`src/rtl/core/i2cmbe_pkg.sv`:
```
// shared types and constants of the i2c master byte engine
`default_nettype none

package i2cmbe_pkg;

    // item kinds
    localparam logic KIND_COMMAND = 1'b0;
    localparam logic KIND_TICK    = 1'b1;

    // bus commands
    typedef enum logic [1:0] {
        CMD_START = 2'd0,
        CMD_STOP  = 2'd1,
        CMD_WRITE = 2'd2,
        CMD_READ  = 2'd3
    } command_t;

    // acknowledge behaviour after a read
    localparam logic [1:0] ACK_MODE_NACK = 2'd0;
    localparam logic [1:0] ACK_MODE_ACK  = 2'd1;

    // sequencer phases
    typedef enum logic [4:0] {
        PH_IDLE     = 5'd0,
        PH_ST1      = 5'd1,
        PH_ST2      = 5'd2,
        PH_SP1      = 5'd3,
        PH_SP2      = 5'd4,
        PH_W_HI     = 5'd5,
        PH_W_LO     = 5'd6,
        PH_W_NX     = 5'd7,
        PH_ACK_UP   = 5'd8,
        PH_ACK_POLL = 5'd9,
        PH_R_LOW    = 5'd10,
        PH_R_HIGH   = 5'd11,
        PH_A_UP     = 5'd12,
        PH_A_DN     = 5'd13
    } phase_t;

    // configuration register indexes and reset values
    localparam int          CfgAddrWidth     = 2;
    localparam logic [0:0]  REG_ACK_TIMEOUT  = 1'd0;
    localparam logic [7:0]  ACK_TIMEOUT_RESET = 8'd250;
    localparam logic [3:0]  BITS_PER_BYTE    = 4'd8;

    // input beat
    typedef struct packed {
        logic       kind;
        logic [1:0] command;
        logic [7:0] write_data;
        logic [1:0] ack_mode;
        logic       sda_sample;
    } item_t;

    // result beat
    typedef struct packed {
        logic       scl;
        logic       sda_level;
        logic       sda_drive;
        logic [7:0] read_data;
        logic       ack_missing;
        logic       busy_res;
        logic       done_res;
    } result_t;

endpackage

`default_nettype wire

```
`src/rtl/core/i2cmbe_item_if.sv`:
```
// valid/ready channel carrying input beats
`default_nettype none

interface i2cmbe_item_if;
    import i2cmbe_pkg::*;

    logic  valid;
    logic  ready;
    item_t data;

    modport source (output valid, output data, input ready);
    modport sink (input valid, input data, output ready);

endinterface

`default_nettype wire

```
`src/rtl/core/i2cmbe_result_if.sv`:
```
// valid/ready channel carrying result beats
`default_nettype none

interface i2cmbe_result_if;
    import i2cmbe_pkg::*;

    logic    valid;
    logic    ready;
    result_t data;

    modport source (output valid, output data, input ready);
    modport sink (input valid, input data, output ready);

endinterface

`default_nettype wire

```
`src/rtl/core/i2c_master_byte_engine.sv`:
```
// i2c master byte engine: bus sequencer stepped by command and tick beats
// output: each result beat is registered and appears in the cycle after its input beat is taken
// throughput: one input beat per cycle; the only stall is a full result register
// the result register frees as its beat is taken, so input and output overlap
// reset: asynchronous active low; idle with scl and sda driven high, timeout 250
`default_nettype none

module i2c_master_byte_engine (
    input  wire                              clk,
    input  wire                              rst_n,
    i2cmbe_item_if.sink                      item,
    i2cmbe_result_if.source                  result,
    input  wire                              psel,
    input  wire                              penable,
    input  wire                              pwrite,
    input  wire [i2cmbe_pkg::CfgAddrWidth-1:0] paddr,
    input  wire [31:0]                       pwdata,
    output logic [31:0]                      prdata,
    output logic                             pready
);
    import i2cmbe_pkg::*;

    logic [7:0] ack_timeout_reg;

    phase_t     phase_reg,       phase_next;
    logic [3:0] bit_count_reg,   bit_count_next;
    logic [7:0] shift_data_reg,  shift_data_next;
    logic [7:0] wait_count_reg,  wait_count_next;
    logic [1:0] pending_ack_reg, pending_ack_next;
    logic       scl_reg,         scl_next;
    logic       sda_reg,         sda_next;
    logic       sda_en_reg,      sda_en_next;
    logic       error_reg,       error_next;
    logic [7:0] read_hold_reg,   read_hold_next;
    logic       done_next;

    result_t    result_reg,      result_next;
    logic       result_valid_reg;

    logic       accept;
    logic [3:0] bit_count_inc;
    logic [8:0] wait_count_inc;
    logic [7:0] shift_left;
    logic       cfg_write;

    // configuration port
    assign pready    = 1'b1;
    assign cfg_write = psel && penable && pwrite;
    assign prdata    = (paddr[CfgAddrWidth-1 -: 1] == REG_ACK_TIMEOUT)
                       ? {24'd0, ack_timeout_reg} : 32'd0;

    always_ff @(posedge clk or negedge rst_n)
    begin
        if (!rst_n)
        begin
            ack_timeout_reg <= ACK_TIMEOUT_RESET;
        end
        else if (cfg_write && paddr[CfgAddrWidth-1 -: 1] == REG_ACK_TIMEOUT)
        begin
            ack_timeout_reg <= pwdata[7:0];
        end
    end

    // handshake: take a beat whenever the result register is free or draining
    assign item.ready = !result_valid_reg || result.ready;
    assign accept     = item.valid && item.ready;

    assign bit_count_inc  = bit_count_reg + 4'd1;
    assign wait_count_inc = {1'b0, wait_count_reg} + 9'd1;
    assign shift_left     = {shift_data_reg[6:0], 1'b0};

    // sequencer next state
    always_comb
    begin
        phase_next       = phase_reg;
        bit_count_next   = bit_count_reg;
        shift_data_next  = shift_data_reg;
        wait_count_next  = wait_count_reg;
        pending_ack_next = pending_ack_reg;
        scl_next         = scl_reg;
        sda_next         = sda_reg;
        sda_en_next      = sda_en_reg;
        error_next       = error_reg;
        read_hold_next   = read_hold_reg;
        done_next        = 1'b0;

        if (item.data.kind == KIND_COMMAND)
        begin
            // commands are dropped while a sequence runs
            if (phase_reg == PH_IDLE)
            begin
                case (command_t'(item.data.command))
                    CMD_START:
                    begin
                        sda_en_next = 1'b1;
                        sda_next    = 1'b1;
                        scl_next    = 1'b1;
                        phase_next  = PH_ST1;
                    end
                    CMD_STOP:
                    begin
                        sda_en_next = 1'b1;
                        scl_next    = 1'b0;
                        sda_next    = 1'b0;
                        phase_next  = PH_SP1;
                    end
                    CMD_WRITE:
                    begin
                        error_next      = 1'b0;
                        bit_count_next  = 4'd0;
                        shift_data_next = item.data.write_data;
                        sda_en_next     = 1'b1;
                        scl_next        = 1'b0;
                        sda_next        = item.data.write_data[7];
                        phase_next      = PH_W_HI;
                    end
                    default:
                    begin
                        pending_ack_next = item.data.ack_mode;
                        bit_count_next   = 4'd0;
                        shift_data_next  = 8'd0;
                        sda_en_next      = 1'b0;
                        scl_next         = 1'b0;
                        phase_next       = PH_R_LOW;
                    end
                endcase
            end
        end
        else
        begin
            case (phase_reg)
                PH_IDLE:
                begin
                    phase_next = PH_IDLE;
                end
                PH_ST1:
                begin
                    sda_next   = 1'b0;
                    phase_next = PH_ST2;
                end
                PH_ST2:
                begin
                    scl_next   = 1'b0;
                    phase_next = PH_IDLE;
                    done_next  = 1'b1;
                end
                PH_SP1:
                begin
                    scl_next   = 1'b1;
                    phase_next = PH_SP2;
                end
                PH_SP2:
                begin
                    sda_next   = 1'b1;
                    phase_next = PH_IDLE;
                    done_next  = 1'b1;
                end
                PH_W_HI:
                begin
                    scl_next   = 1'b1;
                    phase_next = PH_W_LO;
                end
                PH_W_LO:
                begin
                    scl_next   = 1'b0;
                    phase_next = PH_W_NX;
                end
                PH_W_NX:
                begin
                    bit_count_next = bit_count_inc;
                    if (bit_count_inc >= BITS_PER_BYTE)
                    begin
                        sda_en_next     = 1'b0;
                        wait_count_next = 8'd0;
                        phase_next      = PH_ACK_UP;
                    end
                    else
                    begin
                        shift_data_next = shift_left;
                        sda_next        = shift_left[7];
                        phase_next      = PH_W_HI;
                    end
                end
                PH_ACK_UP:
                begin
                    scl_next   = 1'b1;
                    phase_next = PH_ACK_POLL;
                end
                PH_ACK_POLL:
                begin
                    // slave pulls sda low to acknowledge
                    if (!item.data.sda_sample)
                    begin
                        scl_next   = 1'b0;
                        phase_next = PH_IDLE;
                        done_next  = 1'b1;
                    end
                    else if (wait_count_inc > {1'b0, ack_timeout_reg})
                    begin
                        error_next  = 1'b1;
                        sda_en_next = 1'b1;
                        scl_next    = 1'b0;
                        sda_next    = 1'b0;
                        phase_next  = PH_SP1;
                    end
                    else
                    begin
                        wait_count_next = wait_count_inc[7:0];
                    end
                end
                PH_R_LOW:
                begin
                    scl_next        = 1'b1;
                    shift_data_next = {shift_data_reg[6:0], item.data.sda_sample};
                    bit_count_next  = bit_count_inc;
                    phase_next      = PH_R_HIGH;
                end
                PH_R_HIGH:
                begin
                    if (bit_count_reg < BITS_PER_BYTE)
                    begin
                        scl_next   = 1'b0;
                        phase_next = PH_R_LOW;
                    end
                    else
                    begin
                        read_hold_next = shift_data_reg;
                        if (pending_ack_reg == ACK_MODE_NACK
                            || pending_ack_reg == ACK_MODE_ACK)
                        begin
                            scl_next    = 1'b0;
                            sda_en_next = 1'b1;
                            sda_next    = (pending_ack_reg == ACK_MODE_NACK);
                            phase_next  = PH_A_UP;
                        end
                        else
                        begin
                            phase_next = PH_IDLE;
                            done_next  = 1'b1;
                        end
                    end
                end
                PH_A_UP:
                begin
                    scl_next   = 1'b1;
                    phase_next = PH_A_DN;
                end
                PH_A_DN:
                begin
                    scl_next   = 1'b0;
                    phase_next = PH_IDLE;
                    done_next  = 1'b1;
                end
                default:
                begin
                    phase_next = PH_IDLE;
                end
            endcase
        end
    end

    // result beat built from the updated state
    always_comb
    begin
        result_next.scl         = scl_next;
        result_next.sda_level   = sda_en_next ? sda_next : 1'b1;
        result_next.sda_drive   = sda_en_next;
        result_next.read_data   = read_hold_next;
        result_next.ack_missing = error_next;
        result_next.busy_res    = (phase_next != PH_IDLE);
        result_next.done_res    = done_next;
    end

    // sequencer state, updated per accepted beat
    always_ff @(posedge clk or negedge rst_n)
    begin
        if (!rst_n)
        begin
            phase_reg       <= PH_IDLE;
            bit_count_reg   <= 4'd0;
            shift_data_reg  <= 8'd0;
            wait_count_reg  <= 8'd0;
            pending_ack_reg <= 2'd0;
            scl_reg         <= 1'b1;
            sda_reg         <= 1'b1;
            sda_en_reg      <= 1'b1;
            error_reg       <= 1'b0;
            read_hold_reg   <= 8'd0;
        end
        else if (accept)
        begin
            phase_reg       <= phase_next;
            bit_count_reg   <= bit_count_next;
            shift_data_reg  <= shift_data_next;
            wait_count_reg  <= wait_count_next;
            pending_ack_reg <= pending_ack_next;
            scl_reg         <= scl_next;
            sda_reg         <= sda_next;
            sda_en_reg      <= sda_en_next;
            error_reg       <= error_next;
            read_hold_reg   <= read_hold_next;
        end
    end

    // result register valid flag
    always_ff @(posedge clk or negedge rst_n)
    begin
        if (!rst_n)
        begin
            result_valid_reg <= 1'b0;
        end
        else if (accept)
        begin
            result_valid_reg <= 1'b1;
        end
        else if (result.ready)
        begin
            result_valid_reg <= 1'b0;
        end
    end

    // result payload
    always_ff @(posedge clk)
    begin
        if (accept)
        begin
            result_reg <= result_next;
        end
    end

    assign result.valid = result_valid_reg;
    assign result.data  = result_reg;

endmodule

`default_nettype wire
```
`src/flat_wrapper.sv`:
```
// flat-port wrapper written by rule: the top's interface ports become plain ports
module i2c_master_byte_engine_flat import i2cmbe_pkg::*;
  (clk, rst_n, psel, penable, pwrite, paddr, pwdata, prdata, pready, item_valid, item_data, item_ready, result_valid, result_data, result_ready);
  i2cmbe_item_if item_i ();
  i2cmbe_result_if result_i ();
  input  wire clk;
  input  wire rst_n;
  input  wire psel;
  input  wire penable;
  input  wire pwrite;
  input  wire [i2cmbe_pkg::CfgAddrWidth-1:0] paddr;
  input  wire [31:0] pwdata;
  output logic [31:0] prdata;
  output logic pready;
  input wire logic [$bits(item_i.valid)-1:0] item_valid;
  input wire logic [$bits(item_i.data)-1:0] item_data;
  output wire logic [$bits(item_i.ready)-1:0] item_ready;
  output wire logic [$bits(result_i.valid)-1:0] result_valid;
  output wire logic [$bits(result_i.data)-1:0] result_data;
  input wire logic [$bits(result_i.ready)-1:0] result_ready;
  assign item_i.valid = item_valid;
  assign item_i.data = item_data;
  assign item_ready = item_i.ready;
  assign result_valid = result_i.valid;
  assign result_data = result_i.data;
  assign result_i.ready = result_ready;
  i2c_master_byte_engine u_core (.clk(clk), .rst_n(rst_n), .item(item_i), .result(result_i), .psel(psel), .penable(penable), .pwrite(pwrite), .paddr(paddr), .pwdata(pwdata), .prdata(prdata), .pready(pready));
endmodule
```
`config.mk`:
```
export PLATFORM = sky130hd
export DESIGN_NAME = i2c_master_byte_engine_flat
export DESIGN_NICKNAME = d
export VERILOG_FILES = /design/src/rtl/core/i2cmbe_pkg.sv /design/src/rtl/core/i2cmbe_item_if.sv /design/src/rtl/core/i2cmbe_result_if.sv /design/src/rtl/core/i2c_master_byte_engine.sv /design/src/flat_wrapper.sv
export SDC_FILE = /design/constraint.sdc
export NUM_CORES = 1
export LEC_CHECK = 0
export BUFFER_PORTS_ARGS = -buffer_cell sky130_fd_sc_hd__buf_4
export CAP_MARGIN = 20
export CORE_UTILIZATION = 50
export CTS_CLUSTER_SIZE = 20
export DETAILED_ROUTE_END_ITERATION = 12
export PLACE_DENSITY = 0.77
export REMOVE_ABC_BUFFERS = 1
export SYNTH_ARGS = -nofsm -noshare
export SYNTH_HDL_FRONTEND = slang
export SYNTH_SLANG_ARGS = --single-unit
```
`constraint.sdc`:
```
create_clock -name clk -period 5.21 [get_ports clk]
set_input_delay 0.521 -clock clk [delete_from_list [all_inputs] [get_ports clk]]
set_output_delay 0.521 -clock clk [all_outputs]
set_load 0.02 [all_outputs]
```
==> flow_metrics.env, run 1 <==
export IMPL_relSlewSlack=0.2977
export IMPL_viasPerCell=5.679
export IMPL_worstHoldPathType="in2async"
export IMPL_synth_top_area_cell="dfrtp_1"
export IMPL_ir_drop_mv=0.1830
export IMPL_grt_use_total=0.2223
export IMPL_cp_required_ps=5430
export IMPL_clk_latency_ps=340
export IMPL_initialDrtViolationCount=199
export IMPL_rsz0062_at_grt="false"
export IMPL_seq_power_share=0.423
export IMPL_cts_sinks=62
export IMPL_status="completed"
export IMPL_tightestPinTransition_ps=1045
export IMPL_setup_ws_ps=1818
export IMPL_async_flop_share=0.7742
export IMPL_synth_seq_cells=62
export IMPL_max_freq_mhz=294.8
export IMPL_numCtsBuffers=9
export IMPL_finalCritPeriodShare=0.6510
export IMPL_routedWlPerCell_um=15.70
export IMPL_syn2layout_area_growth_pct=13.04
export IMPL_ios=104
export IMPL_cts_buffer_depth=2
export IMPL_htreeDepth=3
export IMPL_ys_top_cells_by_area="dfrtp_1 25%, edfxtp_1 11%, mux2_2 7.2%"
export IMPL_p_switching_mw=0.6554
export IMPL_initial_core_util=0.5269
export IMPL_pre_cts_ws_ps=1918
export IMPL_post_cts_buffers=0
export IMPL_antenna_left=0
export IMPL_ys_seq_area_frac=0.4183
export IMPL_synth_edf_count=14
export IMPL_ys_types=62
export IMPL_drv_slew=0
export IMPL_skew_ps=13.84
export IMPL_rows=31
export IMPL_hold_viol_final=0
export IMPL_grt_max_degree=49
export IMPL_comb_power_share=0.340
export IMPL_final_nets=519
export IMPL_cts_hold_buf=0
export IMPL_chipHeight_um=90.36
export IMPL_swShare=0.3713
export IMPL_max_cap_violations=0
export IMPL_netlist_area_um2=3904
export IMPL_tns_ps=0
export IMPL_post_cts_resized=0
export IMPL_synth_top_area_share=0.2500
export IMPL_period_minus_slack_ps=3392
export IMPL_core_um2=7408
export IMPL_cts_tree="done"
export IMPL_gp_congestion=0.9288
export IMPL_dieArea_um2=8165
export IMPL_io_buffers=53
export IMPL_cp_max_fo=11
export IMPL_cp_arrival_ps=3620
export IMPL_drive_gt1_frac=0.2397
export IMPL_synth_ff_type="dfrtp_1"
export IMPL_ys_top_cells_by_count="58 x nand2_1, 39 x dfrtp_1, 26 x buf_4"
export IMPL_p_leak_nw=1.983
export IMPL_grt_pass1_wl_mm=14.37
export IMPL_largest_reg_flops=14
export IMPL_cts_reportedPaths_clkPinSlew_ps=70
export IMPL_power_frac_clock=0.237
export IMPL_finalSetupViolCount=0
export IMPL_dr_pass1_iters=4
export IMPL_root_buffer="clkbuf_8"
export IMPL_die_width_um=90.36
export IMPL_crit_type="reg2reg"
export IMPL_antenna_found_initial=0
export IMPL_grt_pass1_vias=2937
export IMPL_intPower_mw=1.110
export IMPL_synthCells=413
export IMPL_startpoint_type="register"
export IMPL_end_kind="register"
export IMPL_insertedDiodeCount=0
export IMPL_power_density_nw_per_um2=400.0
export IMPL_routed_wl_mm=8.758
export IMPL_grt_ovfl_total=0
export IMPL_synth_area_per_cell_um2=9.452
export IMPL_post_route_drc_count=0
export IMPL_place_hpwl_mm=6.220
export IMPL_yosysWarningCount=0
export IMPL_vias=3169
export IMPL_yosysMostFrequentCell="nand2_1"
-- layout by cell type (no fill, tap or decap), types with 7 or more instances in the layout --
master | Yosys | final
a21oi_1 | 17 | 17
a22oi_1 | 7 | 7
buf_4 | 26 | 54
clkbuf_8 | 0 | 10
conb_1 | 2 | 25
dfrtp_1 | 39 | 39
dfstp_2 | 9 | 9
edfxtp_1 | 14 | 14
ha_1 | 10 | 10
inv_1 | 20 | 20
mux2_2 | 25 | 25
nand2_1 | 58 | 58
nand2b_1 | 8 | 8
nand3_1 | 15 | 15
nor2_1 | 23 | 23
o21ai_0 | 24 | 24
-- worst paths after layout --
check                                                   endpoint                            startpoint  cells after the start  slack, ps
setup / recovery            u_core.wait_count_reg[0]$_DFFE_PN0P_  u_core.wait_count_reg[0]$_DFFE_PN0P_                     10       1820
hold / removal             u_core.ack_timeout_reg[2]$_DFFE_PN0P_                                 rst_n                      1        200
setup reg to reg            u_core.wait_count_reg[0]$_DFFE_PN0P_  u_core.wait_count_reg[0]$_DFFE_PN0P_                     10       1820
hold reg to reg              u_core.read_hold_reg[4]$_DFFE_PN0P_   u_core.read_hold_reg[4]$_DFFE_PN0P_                      2        470
max in group asynchronous   u_core.wait_count_reg[6]$_DFFE_PN0P_                                 rst_n                      1       4580
min in group clk                 u_core.result.valid$_DFFE_PN0P_                            item_valid                      2        380
-- through the flow --
stage	util	hold slack [ps]	instance area [um2]	instances	power, mW
final	0.5957	196.6	4413	558	1.765
after global routing	0.5957	244.4	4413	558	1.865
after CTS	0.5957	222.4	4413	558	1.763
after detailed placement	0.5698	456.9	4222	542	1.345
after global placement	0.5698	452.0	4222	542	1.322
after floorplan	-	225.4	3692	389	1.149
-- worst max-delay path: stages, from the launching register on --
cell	delay [ps]
dfrtp_1	450
ha_1	320
nand3_1	140
xnor2_1	180
ha_1	310
and4_1	230
nor2b_1	290
o311ai_4	120
a21oi_1	690
nor2_1	220
mux2_2	330
-- power groups by stage --
stage / clock, mW / combinational [mW] / sequential (mW)
after floorplan: 0 / 0.414 / 0.735
after global placement: 0 / 0.575 / 0.747
after detailed placement: 0 / 0.594 / 0.752
after CTS: 0.421 / 0.597 / 0.744
after global routing: 0.444 / 0.660 / 0.761
final: 0.418 / 0.600 / 0.747
-- per-layer routing --
layer | global-route usage | part of all wire | wire [um]
met1 | 0.3034 | 0.46 | 4001
met2 | 0.3454 | 0.47 | 4142
met3 | 0.03620 | 0.054 | 477
met4 | 0.1062 | 0.016 | 136
met5 | 0 | 0 | 0
-- layout make-up --
| class | count | area, um2 |
|---|---|---|
| sequential | 62 | 1633 |
| timing repair buffer | 54 | 405.4 |
| inverter | 20 | 75.07 |
| clock buffer | 12 | 145.1 |
| tap | 99 | 123.9 |
| clock inverter | 4 | 46.29 |
| fill | 655 | 2995 |
| multi-input combinational | 307 | 1984 |
-- cell families after synthesis --
group	after synthesis	synth area share
fa+ha+maj	10	0.03205
flops	62	0.4183
buf+inv	67	0.09551
compound gates	97	0.1769
other cells	2	0.001924
mux	29	0.08237
xor+xnor	8	0.01795
simple gates	138	0.1750
Power figures use the tool's default switching activity.
==> run 2, diff against run 1 <==
- clock period: 5.21 -> 3.5 ns (I/O delays scaled with it)
==> flow_metrics.env, run 2 (same netlist as run 1, synthesis figures left out) <==
export IMPL_setup_ws_ps=455.7
export IMPL_htreeDepth=3
export IMPL_startpoint_type="register"
export IMPL_clk_latency_ps=350
export IMPL_antenna_found_initial=0
export IMPL_rows=31
export IMPL_reg2reg_slack_ps=460
export IMPL_dp_cells=546
export IMPL_cts_tree="done"
export IMPL_grt_use_total=0.2327
export IMPL_power_density_nw_per_um2=622.5
export IMPL_antenna_left=0
export IMPL_gp_congestion=0.9337
export IMPL_rsz0062_at_grt="false"
export IMPL_end_kind="register"
export IMPL_cp_arrival_ps=3280
export IMPL_skew_ps=10.75
export IMPL_post_route_drc_count=0
export IMPL_chipHeight_um=90.36
export IMPL_ir_drop_mv=0.2749
export IMPL_pre_cts_ws_ps=525.9
export IMPL_routedWlPerCell_um=15.85
export IMPL_io_buffers=53
export IMPL_drive_gt1_frac=0.2527
export IMPL_dieArea_um2=8165
export IMPL_routed_wl_mm=8.906
export IMPL_r2r_start="u_core.wait_count_reg[2]$_DFFE_PN0P_"
export IMPL_cts_buffer_depth=2
export IMPL_final_cell_mix="58 x nand2_1, 58 x buf_4, 39 x dfrtp_1"
export IMPL_finalSetupViolCount=0
export IMPL_max_freq_mhz=328.5
export IMPL_grt_max_degree=49
export IMPL_max_cap_violations=0
export IMPL_hold_viol_final=0
export IMPL_grt_pass1_vias=3083
export IMPL_root_buffer="clkbuf_8"
export IMPL_utilization=0.6072
export IMPL_power_total_mw=2.800
export IMPL_initial_core_util=0.5269
export IMPL_p_leak_nw=2.024
export IMPL_crit_type="reg2reg"
export IMPL_syn2layout_area_growth_pct=15.22
export IMPL_relSlewSlack=0.4869
export IMPL_cp_required_ps=3730
export IMPL_core_um2=7408
export IMPL_die_width_um=90.36
export IMPL_final_nets=523
export IMPL_ff2ff_path_depth=11
export IMPL_numCtsBuffers=9
export IMPL_period_minus_slack_ps=3044
export IMPL_tightestPinTransition_ps=769.6
export IMPL_cts_reportedPaths_clkPinSlew_ps=70
export IMPL_post_cts_buffers=0
export IMPL_finalCritPeriodShare=0.8698
export IMPL_dr_pass1_iters=5
export IMPL_post_cts_resized=0
export IMPL_initialDrtViolationCount=221
export IMPL_cts_hold_buf=0
export IMPL_insertedDiodeCount=0
export IMPL_grt_ovfl_total=0
export IMPL_status="completed"
export IMPL_drv_slew=0
export IMPL_viasPerCell=5.721
export IMPL_grt_pass1_wl_mm=14.95
export IMPL_tns_ps=0
export IMPL_final_cells=562
export IMPL_cts_sinks=62
export IMPL_largest_reg_flops=14
export IMPL_vias=3215
export IMPL_worstHoldPathType="in2async"
export IMPL_place_hpwl_mm=6.242
export IMPL_reg2reg_to="u_core.wait_count_reg[0]$_DFFE_PN0P_"
export IMPL_ios=104
export IMPL_cp_max_fo=6
[run 2: cell type report]
cell class,instances,area (um2)
Inverter,20,75.07
Clock buffer,9,123.9
Multi-Input combinational cell,307,1984
Fill cell,645,2910
Timing Repair Buffer,58,435.4
Clock inverter,7,122.6
Tap cell,99,123.9
Sequential cell,62,1633
[run 2: metal layers]
metal,track usage,routed length [um]
met1,0.3026,3927
met2,0.3734,4240
met3,0.04966,529
met4,0.1035,210
met5,0,0
[run 2: report_power, final]
part | internal [mW] | total (mW) | leakage [nW] | switching, mW
clock network | 0.475 | 0.783 | 0.116 | 0.308
logic | 0.395 | 0.903 | 1.17 | 0.508
registers | 0.917 | 1.11 | 0.739 | 0.198
[run 2: worst max-delay path, stage by stage (launching register included)]
cell	delay, ps
dfrtp_1	450
and3_1	220
and3_1	210
nand3_1	100
xnor2_1	170
ha_1	330
and3_1	260
nand3_1	140
a211oi_2	260
a21oi_1	130
nor2_1	280
mux2_2	370
[run 2: per-stage QoR]
stage | instance area [um2] | hold WS, ps
floorplan | 3692 | 54.41
global placement | 4252 | 411.8
detailed placement | 4252 | 418.0
CTS | 4498 | 43.40
global route | 4498 | 69.31
finish | 4498 | 20.87
[run 2: worst max-delay path by stage]
stage                                               startpoint  depth (start not counted)  slack [ps]                              endpoint
final                     u_core.wait_count_reg[2]$_DFFE_PN0P_                         11         460  u_core.wait_count_reg[0]$_DFFE_PN0P_
after global routing      u_core.wait_count_reg[2]$_DFFE_PN0P_                         11         260  u_core.wait_count_reg[0]$_DFFE_PN0P_
after global placement    u_core.wait_count_reg[2]$_DFFE_PN0P_                         11         570  u_core.wait_count_reg[0]$_DFFE_PN0P_
after CTS                 u_core.wait_count_reg[2]$_DFFE_PN0P_                         11         480  u_core.wait_count_reg[0]$_DFFE_PN0P_
after floorplan           u_core.wait_count_reg[2]$_DFFE_PN0P_                         11         660  u_core.wait_count_reg[0]$_DFFE_PN0P_
after detailed placement  u_core.wait_count_reg[2]$_DFFE_PN0P_                         11         530  u_core.wait_count_reg[0]$_DFFE_PN0P_
